`src/design/synchro_phase_to_angle_filter_macros.svh`:
```
// assertion macros for the synchro phase-to-angle filter
// expects clk and arst_n in the scope of use
`ifndef SYNCHRO_PHASE_TO_ANGLE_FILTER_MACROS_SVH
`define SYNCHRO_PHASE_TO_ANGLE_FILTER_MACROS_SVH

// same-cycle implication
`define SPAF_ASSERT(label, ante, cons, msg) \
	label: assert property (@(posedge clk) disable iff (!arst_n) (ante) |-> (cons)) \
		else $error(msg);

// next-cycle implication
`define SPAF_ASSERT_NEXT(label, ante, cons, msg) \
	label: assert property (@(posedge clk) disable iff (!arst_n) (ante) |=> (cons)) \
		else $error(msg);

`endif

```
`src/design/spaf_pkg.sv`:
```
// shared types, constants and helpers of the synchro phase-to-angle filter
// no dependencies
`default_nettype none

package spaf_pkg;

	localparam int FULL_TURN = 32768;
	localparam int CHANNELS  = 2;

	localparam logic [15:0] TURN16    = 16'(FULL_TURN);
	localparam logic [15:0] HALF_TURN = 16'(FULL_TURN / 2);
	localparam logic [15:0] ONE_DEG   = 16'(FULL_TURN / 360);

	// magnitude of phase << 15 and restoring divider step count
	localparam int NUM_W     = 31;
	localparam int DIV_STEPS = NUM_W;
	localparam int CNT_W     = $clog2(DIV_STEPS);

	localparam int ADDR_W = 5;

	typedef enum logic [2:0] {
		REG_INTERVAL_MIN  = 3'd0,
		REG_INTERVAL_MAX  = 3'd1,
		REG_FILTER_SHIFT  = 3'd2,
		REG_GAIN_MAIN     = 3'd3,
		REG_GAIN_POSITIVE = 3'd4,
		REG_GAIN_NEGATIVE = 3'd5,
		REG_AZIMUTH_MODE  = 3'd6,
		REG_ZERO_CAL_EN   = 3'd7
	} cfg_reg_t;

	typedef enum logic [3:0] {
		ST_IDLE,
		ST_CHECK,
		ST_DIV,
		ST_CAL,
		ST_CAL_SUB,
		ST_WRAP,
		ST_FILTER,
		ST_GAIN_MAIN,
		ST_GAIN_POL,
		ST_GAIN_SEL,
		ST_DONE
	} state_t;

	typedef struct packed {
		logic busy;
		logic done;
	} div_status_t;

	// wrap once into plus/minus half a turn
	function automatic logic [15:0] wrap_half(input logic [15:0] v);
		logic [15:0] nv;
		logic [15:0] r;
		nv = 16'd0 - v;
		r  = v;
		if (v[15]) begin
			if (nv > HALF_TURN) r = v + TURN16;
		end else if (v > HALF_TURN) begin
			r = v - TURN16;
		end
		return r;
	endfunction

endpackage

`default_nettype wire

```
`src/design/synchro_phase_to_angle_filter.sv`:
```
// synchro phase-to-angle filter: sequencer, channel state, apb registers
// a rejected beat goes from check straight to done; zero cal adds one state
// the 31-step restoring divider runs for accepted beats with a nonzero period; one item in flight at a time
// the input is ready again only after the result register takes the result
// reset: arst_n clears registers to defaults and all channel state to zero
// depends on spaf_pkg, spaf_divider, spaf_gain_mul and the assertion macro header
`default_nettype none
`include "synchro_phase_to_angle_filter_macros.svh"

module synchro_phase_to_angle_filter (
	input  logic                          clk,
	input  logic                          arst_n,
	input  logic                          psel,
	input  logic                          penable,
	input  logic                          pwrite,
	input  logic [spaf_pkg::ADDR_W-1:0]   paddr,
	input  logic [31:0]                   pwdata,
	output logic [31:0]                   prdata,
	output logic                          pready,
	input  logic                          item_valid,
	output logic                          item_ready,
	input  logic                          channel,
	input  logic [15:0]                   capture_time,
	input  logic [15:0]                   sync_time,
	input  logic [15:0]                   sync_period,
	input  logic                          set_zero,
	output logic                          result_valid,
	input  logic                          result_ready,
	output logic                          out_channel,
	output logic                          accepted,
	output logic signed [15:0]            filtered_angle,
	output logic signed [15:0]            scaled_value
);
	import spaf_pkg::*;

	// registers
	logic [15:0] interval_min_q;
	logic [15:0] interval_max_q;
	logic [3:0]  filter_shift_q;
	logic [15:0] gain_main_q;
	logic [15:0] gain_positive_q;
	logic [15:0] gain_negative_q;
	logic        azimuth_mode_q;
	logic        zero_cal_enable_q;

	// channel state
	logic [15:0] last_capture_q [CHANNELS];
	logic [15:0] last_sync_q    [CHANNELS];
	logic [15:0] zero_offset_q  [CHANNELS];
	logic [15:0] filter_int_q   [CHANNELS];
	logic [15:0] filter_frac_q  [CHANNELS];
	logic [15:0] scaled_hold_q  [CHANNELS];

	// item and work registers
	logic        ch_q;
	logic [15:0] cap_q;
	logic [15:0] syn_q;
	logic [15:0] per_q;
	logic        setz_q;
	logic [15:0] a_q;
	logic [15:0] sc_q;
	logic        acc_flag_q;

	// result register
	logic        result_valid_q;
	logic        out_channel_q;
	logic        accepted_q;
	logic [15:0] filtered_q;
	logic [15:0] scaled_q;

	state_t state_q, state_d;

	logic        cfg_wr;
	cfg_reg_t    cfg_idx;
	logic        ch_ok;
	logic        same_hit;
	logic [15:0] interval;
	logic        interval_bad;
	logic [15:0] phase;
	logic [15:0] phase_mag;
	logic [15:0] per_mag;
	logic        q_neg;
	logic        div_start;
	logic [15:0] div_q;
	logic [15:0] q_signed;
	div_status_t div_st;
	logic        cal_hit;
	logic [15:0] a_wrapped;
	logic [15:0] dev;
	logic [31:0] dev_ext;
	logic [4:0]  sh_amt;
	logic [31:0] acc_sum;
	logic [15:0] mul_a;
	logic [15:0] mul_g;
	logic [15:0] mul_res;
	logic        out_free;

	// apb port
	assign pready  = 1'b1;
	assign cfg_wr  = psel && penable && pwrite;
	assign cfg_idx = cfg_reg_t'(paddr[4:2]);

	always_comb begin
		case (cfg_idx)
			REG_INTERVAL_MIN:  prdata = {16'd0, interval_min_q};
			REG_INTERVAL_MAX:  prdata = {16'd0, interval_max_q};
			REG_FILTER_SHIFT:  prdata = {28'd0, filter_shift_q};
			REG_GAIN_MAIN:     prdata = {16'd0, gain_main_q};
			REG_GAIN_POSITIVE: prdata = {16'd0, gain_positive_q};
			REG_GAIN_NEGATIVE: prdata = {16'd0, gain_negative_q};
			REG_AZIMUTH_MODE:  prdata = {31'd0, azimuth_mode_q};
			REG_ZERO_CAL_EN:   prdata = {31'd0, zero_cal_enable_q};
			default:           prdata = 32'd0;
		endcase
	end

	always_ff @(posedge clk or negedge arst_n) begin
		if (!arst_n) begin
			interval_min_q    <= 16'd0;
			interval_max_q    <= 16'hFFFF;
			filter_shift_q    <= 4'd4;
			gain_main_q       <= 16'd256;
			gain_positive_q   <= 16'd256;
			gain_negative_q   <= 16'd256;
			azimuth_mode_q    <= 1'b0;
			zero_cal_enable_q <= 1'b0;
		end else if (cfg_wr) begin
			case (cfg_idx)
				REG_INTERVAL_MIN:  interval_min_q    <= pwdata[15:0];
				REG_INTERVAL_MAX:  interval_max_q    <= pwdata[15:0];
				REG_FILTER_SHIFT:  filter_shift_q    <= pwdata[3:0];
				REG_GAIN_MAIN:     gain_main_q       <= pwdata[15:0];
				REG_GAIN_POSITIVE: gain_positive_q   <= pwdata[15:0];
				REG_GAIN_NEGATIVE: gain_negative_q   <= pwdata[15:0];
				REG_AZIMUTH_MODE:  azimuth_mode_q    <= pwdata[0];
				REG_ZERO_CAL_EN:   zero_cal_enable_q <= pwdata[0];
				default: ;
			endcase
		end
	end

	// combinational datapath
	always_comb begin
		ch_ok        = (32'(ch_q) < 32'(CHANNELS));
		same_hit     = (last_sync_q[ch_q] == syn_q) || (last_capture_q[ch_q] == cap_q);
		interval     = cap_q - last_capture_q[ch_q];
		interval_bad = (interval < interval_min_q) || (interval > interval_max_q);
		phase        = cap_q - syn_q;
		phase_mag    = phase[15] ? (16'd0 - phase) : phase;
		per_mag      = per_q[15] ? (16'd0 - per_q) : per_q;
		q_neg        = phase[15] ^ per_q[15];
		q_signed     = q_neg ? (16'd0 - div_q) : div_q;
		cal_hit      = zero_cal_enable_q && setz_q &&
			(($signed(a_q) > $signed(ONE_DEG)) || ($signed(a_q) < -$signed(ONE_DEG)));
		if (azimuth_mode_q) a_wrapped = a_q[15] ? (a_q + TURN16) : a_q;
		else a_wrapped = wrap_half(a_q);
		dev          = a_q - filter_int_q[ch_q];
		dev_ext      = {{16{dev[15]}}, dev};
		sh_amt       = 5'd16 - {1'b0, filter_shift_q};
		acc_sum      = {filter_int_q[ch_q], filter_frac_q[ch_q]} + (dev_ext << sh_amt);
		out_free     = !result_valid_q || result_ready;
		if (state_q == ST_GAIN_POL) begin
			mul_a = mul_res;
			mul_g = mul_res[15] ? gain_negative_q : gain_positive_q;
		end else begin
			mul_a = filter_int_q[ch_q];
			mul_g = gain_main_q;
		end
	end

	spaf_divider u_div (
		.clk      (clk),
		.arst_n   (arst_n),
		.start    (div_start),
		.dividend ({phase_mag, 15'd0}),
		.divisor  (per_mag),
		.quotient (div_q),
		.status   (div_st)
	);

	spaf_gain_mul u_mul (
		.clk (clk),
		.a   (mul_a),
		.g   (mul_g),
		.res (mul_res)
	);

	// sequencer
	always_ff @(posedge clk or negedge arst_n) begin
		if (!arst_n) state_q <= ST_IDLE;
		else state_q <= state_d;
	end

	always_comb begin
		state_d    = state_q;
		div_start  = 1'b0;
		item_ready = 1'b0;
		case (state_q)
			ST_IDLE: begin
				item_ready = 1'b1;
				if (item_valid) state_d = ST_CHECK;
			end
			ST_CHECK: begin
				if (!ch_ok || same_hit || interval_bad) begin
					state_d = ST_DONE;
				end else if (per_q == 16'd0) begin
					state_d = ST_CAL;
				end else begin
					div_start = 1'b1;
					state_d   = ST_DIV;
				end
			end
			ST_DIV:       if (div_st.done) state_d = ST_CAL;
			ST_CAL:       state_d = cal_hit ? ST_CAL_SUB : ST_WRAP;
			ST_CAL_SUB:   state_d = ST_WRAP;
			ST_WRAP:      state_d = ST_FILTER;
			ST_FILTER:    state_d = ST_GAIN_MAIN;
			ST_GAIN_MAIN: state_d = ST_GAIN_POL;
			ST_GAIN_POL:  state_d = ST_GAIN_SEL;
			ST_GAIN_SEL:  state_d = ST_DONE;
			ST_DONE:      if (out_free) state_d = ST_IDLE;
			default:      state_d = ST_IDLE;
		endcase
	end

	// channel state updates
	always_ff @(posedge clk or negedge arst_n) begin
		if (!arst_n) begin
			for (int i = 0; i < CHANNELS; i++) begin
				last_capture_q[i] <= 16'd0;
				last_sync_q[i]    <= 16'd0;
				zero_offset_q[i]  <= 16'd0;
				filter_int_q[i]   <= 16'd0;
				filter_frac_q[i]  <= 16'd0;
				scaled_hold_q[i]  <= 16'd0;
			end
		end else begin
			case (state_q)
				ST_CHECK: begin
					if (ch_ok && !same_hit) begin
						last_capture_q[ch_q] <= cap_q;
						last_sync_q[ch_q]    <= syn_q;
					end
				end
				ST_CAL: begin
					if (cal_hit) zero_offset_q[ch_q] <= wrap_half(zero_offset_q[ch_q] + a_q);
				end
				ST_FILTER: begin
					filter_int_q[ch_q]  <= acc_sum[31:16];
					filter_frac_q[ch_q] <= acc_sum[15:0];
				end
				ST_GAIN_SEL: begin
					scaled_hold_q[ch_q] <= (sc_q == 16'd0) ? 16'd0 : mul_res;
				end
				default: ;
			endcase
		end
	end

	// item and work registers
	always_ff @(posedge clk) begin
		case (state_q)
			ST_IDLE: begin
				if (item_valid) begin
					ch_q   <= channel;
					cap_q  <= capture_time;
					syn_q  <= sync_time;
					per_q  <= sync_period;
					setz_q <= set_zero;
				end
				acc_flag_q <= 1'b0;
			end
			ST_CHECK: begin
				a_q <= 16'd0 - zero_offset_q[ch_q];
			end
			ST_DIV: begin
				if (div_st.done) a_q <= q_signed - zero_offset_q[ch_q];
			end
			ST_CAL_SUB:  a_q <= a_q - zero_offset_q[ch_q];
			ST_WRAP:     a_q <= a_wrapped;
			ST_GAIN_POL: sc_q <= mul_res;
			ST_GAIN_SEL: acc_flag_q <= 1'b1;
			default: ;
		endcase
	end

	// result register
	always_ff @(posedge clk or negedge arst_n) begin
		if (!arst_n) begin
			result_valid_q <= 1'b0;
		end else if (state_q == ST_DONE && out_free) begin
			result_valid_q <= 1'b1;
		end else if (result_ready) begin
			result_valid_q <= 1'b0;
		end
	end

	always_ff @(posedge clk) begin
		if (state_q == ST_DONE && out_free) begin
			out_channel_q <= ch_q;
			accepted_q    <= acc_flag_q;
			filtered_q    <= ch_ok ? filter_int_q[ch_q] : 16'd0;
			scaled_q      <= ch_ok ? scaled_hold_q[ch_q] : 16'd0;
		end
	end

	assign result_valid   = result_valid_q;
	assign out_channel    = out_channel_q;
	assign accepted       = accepted_q;
	assign filtered_angle = filtered_q;
	assign scaled_value   = scaled_q;

	`SPAF_ASSERT(a_ready_div_idle, item_ready, !div_st.busy, "input ready while divider busy")
	`SPAF_ASSERT_NEXT(a_beat_to_check, item_valid && item_ready, state_q == ST_CHECK,
		"accepted beat did not reach check")
	`SPAF_ASSERT_NEXT(a_done_loads, (state_q == ST_DONE) && out_free,
		result_valid && (state_q == ST_IDLE), "result not loaded at done")
	`SPAF_ASSERT(a_div_in_div, div_st.busy, state_q == ST_DIV, "divider busy outside divide")

endmodule

`default_nettype wire

```
`src/design/spaf_divider.sv`:
```
// restoring divider, one quotient bit per cycle, unsigned magnitudes
// depends on spaf_pkg and the assertion macro header
`default_nettype none
`include "synchro_phase_to_angle_filter_macros.svh"

module spaf_divider (
	input  logic                          clk,
	input  logic                          arst_n,
	input  logic                          start,
	input  logic [spaf_pkg::NUM_W-1:0]    dividend,
	input  logic [15:0]                   divisor,
	output logic [15:0]                   quotient,
	output spaf_pkg::div_status_t         status
);
	import spaf_pkg::*;

	logic             busy_q;
	logic             done_q;
	logic [CNT_W-1:0] cnt_q;
	logic [15:0]      rem_q;
	logic [NUM_W-1:0] dq_q;
	logic [15:0]      den_q;

	logic [16:0] sh;
	logic [16:0] diff;
	logic        ge;

	always_comb begin
		sh   = {rem_q, dq_q[NUM_W-1]};
		diff = sh - {1'b0, den_q};
		ge   = (sh >= {1'b0, den_q});
	end

	always_ff @(posedge clk or negedge arst_n) begin
		if (!arst_n) begin
			busy_q <= 1'b0;
			done_q <= 1'b0;
			cnt_q  <= '0;
		end else begin
			done_q <= busy_q && (cnt_q == '0);
			if (start) begin
				busy_q <= 1'b1;
				cnt_q  <= CNT_W'(DIV_STEPS - 1);
			end else if (busy_q) begin
				if (cnt_q == '0) busy_q <= 1'b0;
				else cnt_q <= cnt_q - 1'b1;
			end
		end
	end

	always_ff @(posedge clk) begin
		if (start) begin
			rem_q <= '0;
			dq_q  <= dividend;
			den_q <= divisor;
		end else if (busy_q) begin
			rem_q <= ge ? diff[15:0] : sh[15:0];
			dq_q  <= {dq_q[NUM_W-2:0], ge};
		end
	end

	assign quotient    = dq_q[15:0];
	assign status.busy = busy_q;
	assign status.done = done_q;

	`SPAF_ASSERT(a_no_restart, start, !busy_q, "divider started while busy")
	`SPAF_ASSERT_NEXT(a_done_follows, busy_q && (cnt_q == '0), done_q && !busy_q,
		"divider done missing after last step")
	`SPAF_ASSERT(a_done_idle, done_q, !busy_q, "divider done while busy")

endmodule

`default_nettype wire

```
`src/design/spaf_gain_mul.sv`:
```
// signed 16x16 gain multiplier, keeps product bits 23..8, registered
// depends on nothing beyond its ports
`default_nettype none

module spaf_gain_mul (
	input  logic        clk,
	input  logic [15:0] a,
	input  logic [15:0] g,
	output logic [15:0] res
);
	logic signed [31:0] prod;
	logic [15:0]        res_q;

	assign prod = $signed(a) * $signed(g);

	always_ff @(posedge clk) begin
		res_q <= prod[23:8];
	end

	assign res = res_q;

endmodule

`default_nettype wire
```
`config.mk`:
```
export PLATFORM = sky130hd
export DESIGN_NAME = synchro_phase_to_angle_filter
export DESIGN_NICKNAME = d
export VERILOG_FILES = /design/src/design/spaf_pkg.sv /design/src/design/synchro_phase_to_angle_filter.sv /design/src/design/spaf_divider.sv /design/src/design/spaf_gain_mul.sv
export VERILOG_INCLUDE_DIRS = /design/src /design/src/design
export SDC_FILE = /design/constraint.sdc
export NUM_CORES = 2
export LEC_CHECK = 0
export ABC_AREA = 1
export CORE_AREA = 2 2 332 236
export CTS_CLUSTER_SIZE = 30
export DETAILED_ROUTE_END_ITERATION = 8
export DIE_AREA = 0 0 334 238
export DONT_BUFFER_PORTS = 1
export PLACE_DENSITY_LB_ADDON = 0.12
export SETUP_SLACK_MARGIN = 0.5
export SYNTH_ARGS = -nofsm -noshare
export SYNTH_HDL_FRONTEND = slang
export SYNTH_SLANG_ARGS = --single-unit
```
`constraint.sdc`:
```
create_clock -name clk -period 10.15 [get_ports clk]
set_clock_uncertainty 0.05 [all_clocks]
set_input_delay 1.015 -clock clk [delete_from_list [all_inputs] [get_ports clk]]
set_output_delay 1.015 -clock clk [all_outputs]
set_load 0.01 [all_outputs]
```
# After elaboration in Yosys (flattened, before gate mapping)
# Index checks and enable logic that the tools add are counted.
[totals] regBits=486 in_bits=94 out_inout_bits=69 elab_cells=212
[classes] addsub=20 n_mul=1 magnitude_cmp=11 n_eq_ne=26 n_shift=1 muxes=69 bitwise_logic=3 reduce_logical=37
[ops] operator="$mux W16" count=37
[ops] operator="$pmux W32 S8" count=1
[ops] operator="$bwmux W32" count=6
[ops] operator="$sub A1 B16 Y16 const A" count=6
[ops] operator="$sub A16 B16 Y16" count=6
[ops] operator="$gt A16 B15 Y1 const B" count=4
[ops] operator="$pmux W16 S4" count=1
[ops] operator="$mux W31" count=2
[ops] operator="$pmux W4 S11" count=1
[ops] operator="$add A16 B16 Y16 const B" count=2
[ops] operator="$add A32 B32 Y32" count=1
[ops] operator="$eq A16 B16 Y1" count=2
[ops] operator="$logic_not A16 Y1" count=2
[ops] operator="$shl A32 B5 Y32" count=1
[ops] operator="$sub A16 B16 Y16 const B" count=2
[ops] operator="$reduce_and A2 Y1" count=13
[ops] operator="$mul A16 B16 Y24" count=1
[ops] operator="$ge A17 B16 Y1" count=1
[ops] operator="$add A16 B16 Y16" count=1
[ops] operator="$demux W16 S1" count=1
[ops] operator="$eq A4 B3 Y1 const B" count=4
[ops] operator="$gt A16 B16 Y1" count=1
[ops] operator="$gt A16 B8 Y1 const B" count=1
[ops] operator="$lt A16 B16 Y1" count=1
[ops] operator="other kinds (33)" count=70

# Depth between registers and ports, before layout
[depth] ltp_word=12 mapped_depth=39 ltp_nobuf=36

# Cells and area by module
# From an unflattened synthesis, not the netlist that was laid out.
[unflattened] cells_unflattened=4988 area_unflattened_um2=38119.1
[modules_own_cells] mod="synchro_phase_to_angle_filter" instances=1 cells_each=3310 area_per_inst_um2=25532.0
[modules_own_cells] mod="spaf_gain_mul" instances=1 cells_each=1153 area_per_inst_um2=8486.9
[modules_own_cells] mod="spaf_divider" instances=1 cells_each=525 area_per_inst_um2=4100.2

# Worst setup path after synthesis
# Ideal clock, no wire load.
[synth_path] path_kind="register to register" startpoint="register state_q[1]" endpoint="register u_mul.res_q[14] (netlist: u_mul.res[14])" t_arrival_ns=6.388 required_time_ns=10.028 slack_ns=3.640 stages_incl_launch_ff=32 path_buffers=4 synth_period_minus_slack_ns=6.510 cell_sequence="dfrtp_1 nor2_2 nand2_4 buf_4 buf_4 clkbuf_1 nand2_1 o21ai_0 inv_1 clkbuf_1 nor2_1 fa_1 inv_1 fa_1 fa_1 inv_1 fa_1 fa_1 inv_1 fa_1 inv_1 ha_1 a21oi_1 o21ai_0 a21oi_1 nand2_2 nand2_1 nand2_2 nand2_1 nand2_2 a21oi_2 xor2_1"
[synth_via] elab_chain_cells=3
[synth_lines] element="from (decl)" line_no="synchro_phase_to_angle_filter.sv:71" rtl="state_t state_q, state_d;"
[synth_lines] element="from (signal assigned)" line_no="synchro_phase_to_angle_filter.sv:191" rtl="else state_q <= state_d;"
[synth_lines] element="$eq A4 B4 Y1 (*)" line_no="synchro_phase_to_angle_filter.sv:162" rtl="if (state_q == ST_GAIN_POL) begin"
[synth_lines] element="$mux W16" line_no="synchro_phase_to_angle_filter.sv:162"
[synth_lines] element="$mul A16 B16 Y24 (*)" line_no="spaf_gain_mul.sv:14" rtl="assign prod = $signed(a) * $signed(g);"
[synth_lines] element="via u_mul.prod[22]" line_no="spaf_gain_mul.sv:11" rtl="logic signed [31:0] prod;"
[synth_lines] element="to (signal assigned)" line_no="spaf_gain_mul.sv:17" rtl="res_q <= prod[23:8];"
[synth_lines] element="to (decl)" line_no="spaf_gain_mul.sv:12" rtl="logic [15:0] res_q;"
# The timed path passes the listed nets; every way through them passes the cells marked *.
# A chain may end at the register's enable or synchronous reset.

# Worst setup path in the final report
[layout_path] startpoint="register ch_q" endpoint="register u_mul.res_q[15] (netlist: u_mul.res[15])"
[layout_via] elab_chain_cells=6
[layout_lines] element="from (decl)" line_no="synchro_phase_to_angle_filter.sv:55" rtl="logic ch_q;"
[layout_lines] element="from (signal assigned)" line_no="synchro_phase_to_angle_filter.sv:265" rtl="ch_q <= channel;"
[layout_lines] element="$not A1 Y2 (implied by the code)" line_no="synchro_phase_to_angle_filter.sv:166" rtl="mul_a = filter_int_q[ch_q];"
[layout_lines] element="$mux W16 (implied by the code) (3 in series)" line_no="synchro_phase_to_angle_filter.sv:166"
[layout_lines] element="$mux W16" line_no="synchro_phase_to_angle_filter.sv:162"
[layout_lines] element="$mul A16 B16 Y24" line_no="spaf_gain_mul.sv:14"
[layout_lines] element="via u_mul.prod[23]" line_no="spaf_gain_mul.sv:11"
# The timed path passes the listed nets, and every way through them passes these cells. The select of a mux whose other input is x is not followed.

==> results.txt <==
The tightest min-delay check is of the in -> async type. The final weighted congestion in routability-driven placement is 0.9249. The number of detailed-route iterations in the first pass came out at 6. The overall via count from detail_route is ~30000.

The average detailed-routed wire length per instance is 17.20 um. The fmax came out at 123.5 MHz. The clock-pin slew on the worst setup and hold paths came out at ~0.06 ns. The insertion delay of the later-clocked pin in the worst-skew pair is 0.61 ns.

On the critical path the largest part of the delay comes from adder cells. The number of gates resized after CTS was 0. The number of setup violations in the final report is 0. The number of hold buffers added after cts came out at 0. The number of synthesized flops with an enable pin is about 150. The die boundary height is 238 um. The worst setup path is of the reg -> reg kind. The proportion of register bits with asynchronous set or reset after synthesis is 0.5967. The count of boundary I/O pins came out at between 150 and 200. The critical path's slowest cell is inv_2.

Yosys mapped the design onto 60 distinct sky130hd cell types. The remaining global-route overflow came out at 0. The sequential cell area fraction in the yosys report is 0.3426. Setup repair after global routing left no endpoint under its margin. The number of global-route vias before repair is between 20000 and 30000.

In this run the tightest slew margin relative to its limit is 0.1950. The worst setup path is launched from a flip-flop. In the synthesized netlist, the number of instances is 4767. In this run the number of H-tree levels came out at 2. The via density per instance is roughly 5.2.

After the first detailed-routing iteration, the DRC count stood at ~2300. The max-slew violation total from the final report came to 0. The initial cell density of the core is 0.4867. The initial antenna violation count was 1.

The total half-perimeter wirelength after legalization and detailed placement came out at ~76 mm. The count of buffers inserted at the top-level ports came out at 0. The max-cap violation count came out at 0. The cell area after synthesis came out at approximately 37000 sq um. In this run the core area contains 85 standard-cell rows.

TritonCTS built the clock tree. The die extent in x is about 330 um. The total CTS buffers is between 50 and 60. The synthesis-stage register bit count came out at between 400 and 500. The final critical-path share of the clock period came out at 0.7974. Along the worst path, the maximum fanout reaches 40. The pre-CTS setup slack is about 2.1 ns. Across every metal layer, demand over resource in global routing totals 0.2521. The first-pass GRT wire length came out at 159.0 mm. The share of layout cells above drive strength 1 is 0.04777. The remaining antenna violation count after routing is 0. The flow ran to the end, and the final reports show no timing, DRC or antenna violations.

After floorplanning, the core was sized to cover around 76000 sq um. The final count of hold timing violations came out at 0. The arrival time of data at the critical path endpoint is approximately 8.6 ns. For this design, the sink count on the clock tree is roughly 490. Compared with the post-synthesis result, the final layout area differs by 6.850%.

The critical path required time came out at 10.61 ns. The number of warnings reported in the yosys synthesis log came out at 0. The net total in the final layout came out at roughly 5200. The biggest cell delay along the critical path is 0.62 ns.

The type of element capturing the critical path is a flip-flop. The number of diodes added for antenna fixing came out at 0. The die covers a little under 80000 sq um. The number of DRC violations after detailed routing is 0.

The wire length reported by the detailed router came out at a little under 100 mm. For this run, the leading register cell type out of synthesis is dfrtp_1. The transition time of the tightest slew-check pin came out at about 1.2 ns. Once the clock tree was built, the setup fixing pass inserted 0 buffers.

Final hold analysis gives a worst-case slack of 0.06314 ns. The setup slack of the critical path after layout is 2.056 ns. The most numerous cell on the critical path is inv_1.

The final sum of negative setup slack is 0 ns. The buffer levels on the longest clock path came out at 3. Clock tree synthesis selected as its root buffer the cell clkbuf_16. Subtracting the final worst setup slack from the clock period gives a little over 8 ns. The average cell area after synthesis came out at 7.774 sq um. The worst path buffer plus inverter count came out at 8. Entering global routing, the biggest net connects about 290 pins.
==> Yosys cell counts, types with 4 or more instances <==
library cell | n | area share
buf_6 | 5 | 0.0015
nand3b_1 | 15 | 0.0030
clkbuf_1 | 101 | 0.010
a21oi_1 | 186 | 0.025
a21boi_0 | 8 | 0.0016
buf_4 | 24 | 0.0049
mux2_2 | 9 | 0.0027
o22ai_1 | 20 | 0.0034
ha_1 | 229 | 0.077
mux2_1 | 7 | 0.0021
o21ai_4 | 7 | 0.0031
nor3_1 | 42 | 0.0057
nand3_1 | 187 | 0.025
nor4_1 | 20 | 0.0034
xnor2_1 | 51 | 0.012
a21oi_2 | 4 | 0.00095
a31oi_1 | 11 | 0.0019
nor2_1 | 285 | 0.029
a221oi_1 | 16 | 0.0038
inv_1 | 785 | 0.080
clkinv_1 | 6 | 0.00061
xor2_1 | 85 | 0.020
o21a_1 | 21 | 0.0043
buf_1 | 6 | 0.00061
dfxtp_1 | 47 | 0.025
nand2_1 | 1267 | 0.13
o21ai_0 | 478 | 0.065
a21o_1 | 10 | 0.0020
o21ai_2 | 12 | 0.0028
o211ai_1 | 12 | 0.0024
inv_2 | 9 | 0.00091
dfrtp_1 | 270 | 0.18
dfstp_2 | 20 | 0.014
o21bai_1 | 16 | 0.0032
o2111ai_1 | 9 | 0.0021
nand4_1 | 28 | 0.0047
or2_2 | 29 | 0.0049
fa_1 | 193 | 0.10
nand2_2 | 13 | 0.0022
buf_2 | 19 | 0.0026
edfxtp_1 | 149 | 0.12
o21ai_1 | 22 | 0.0030
==> worst paths after layout <==
path | startpoint | to | slack (ns) | depth (start not counted)
worst max-delay path | ch_q$_DFFE_PP_ | u_mul.res[15]$_DFF_P_ | 2.06 | 27
worst min-delay path | arst_n | u_div.cnt_q[3]$_DFFE_PN0P_ | 0.06 | 0
worst max register to register | ch_q$_DFFE_PP_ | u_mul.res[15]$_DFF_P_ | 2.06 | 27
worst min register to register | zero_offset_q[3]$_DFFE_PN0P_ | zero_offset_q[3]$_DFFE_PN0P_ | 0.43 | 2
max in group asynchronous | arst_n | last_capture_q[10]$_DFFE_PN0P_ | 9.47 | 0
min in group clk | zero_offset_q[3]$_DFFE_PN0P_ | zero_offset_q[3]$_DFFE_PN0P_ | 0.43 | 2
==> metrics by stage <==
stage / std cells / cell area (sq um) / util
finish: 5752 / 39600 / 0.5200
global placement: 5656 / 37910 / 0.4978
CTS: 5752 / 39600 / 0.5200
global route: 5752 / 39600 / 0.5200
detailed placement: 5656 / 37910 / 0.4978
floorplan: 4782 / 37120 / -
==> sequential cells by signal, indices dropped and copies added, names as in the netlist, 31 cells and up <==
signal and count:
u_div.dq_q 31, zero_offset_q 32, scaled_hold_q 32, filter_frac_q 32, filter_int_q 32, last_sync_q 32, last_capture_q 32
==> layout by cell type, fill, tap and decap left out, types with 17 or more instances in the layout <==
| cell | synthesis | routed |
|---|---|---|
| conb_1 | 2 | 17 |
| xor2_1 | 85 | 84 |
| buf_4 | 24 | 29 |
| dfstp_2 | 20 | 20 |
| dfrtp_1 | 270 | 269 |
| inv_1 | 785 | 785 |
| nor4_1 | 20 | 20 |
| xnor2_1 | 51 | 51 |
| fa_1 | 193 | 193 |
| clkbuf_16 | 0 | 54 |
| a21oi_1 | 186 | 186 |
| nand4_1 | 28 | 28 |
| o21ai_1 | 22 | 22 |
| o21a_1 | 21 | 21 |
| o22ai_1 | 20 | 20 |
| nand2_1 | 1267 | 1267 |
| dfxtp_1 | 47 | 47 |
| nor2_1 | 285 | 279 |
| nor3_1 | 42 | 41 |
| edfxtp_1 | 149 | 149 |
| ha_1 | 229 | 229 |
| o21ai_0 | 478 | 478 |
| or2_2 | 29 | 29 |
| nand3_1 | 187 | 187 |
==> layout make-up <==
cell class | instances | area (sq um)
multi-input cells | 3341 | 20730
repair buffers | 29 | 217.7
inverters | 800 | 3003
well taps | 1000 | 1251
fillers | 7419 | 36550
clock inverters | 24 | 234.0
clock buffers | 72 | 1459
flip-flops and latches | 486 | 12700
==> metal layers <==
layer,global-route usage,wire (um),vias to the layer above
met3,0.06412,8239,112
li1,-,-,15094
met4,0.05132,1784,2
met5,0,13,-
met2,0.3411,38020,795
met1,0.3995,50860,14141
==> kinds of logic (layout without fill, tap and decap cells) <==
logic type | after synthesis | in the layout | share of synthesized area
mux | 18 | 18 | 0.005402
buf+inv | 955 | 925 | 0.1008
fa+ha+maj | 422 | 422 | 0.1816
simple gates | 1903 | 1903 | 0.2100
other cells | 2 | 17 | 0.0002026
compound gates | 845 | 845 | 0.1272
flops | 486 | 486 | 0.3426
xor+xnor | 136 | 136 | 0.03214
Power is not shown: default switching activity piles up to over one toggle a cycle in this logic, so the estimate is an artifact.
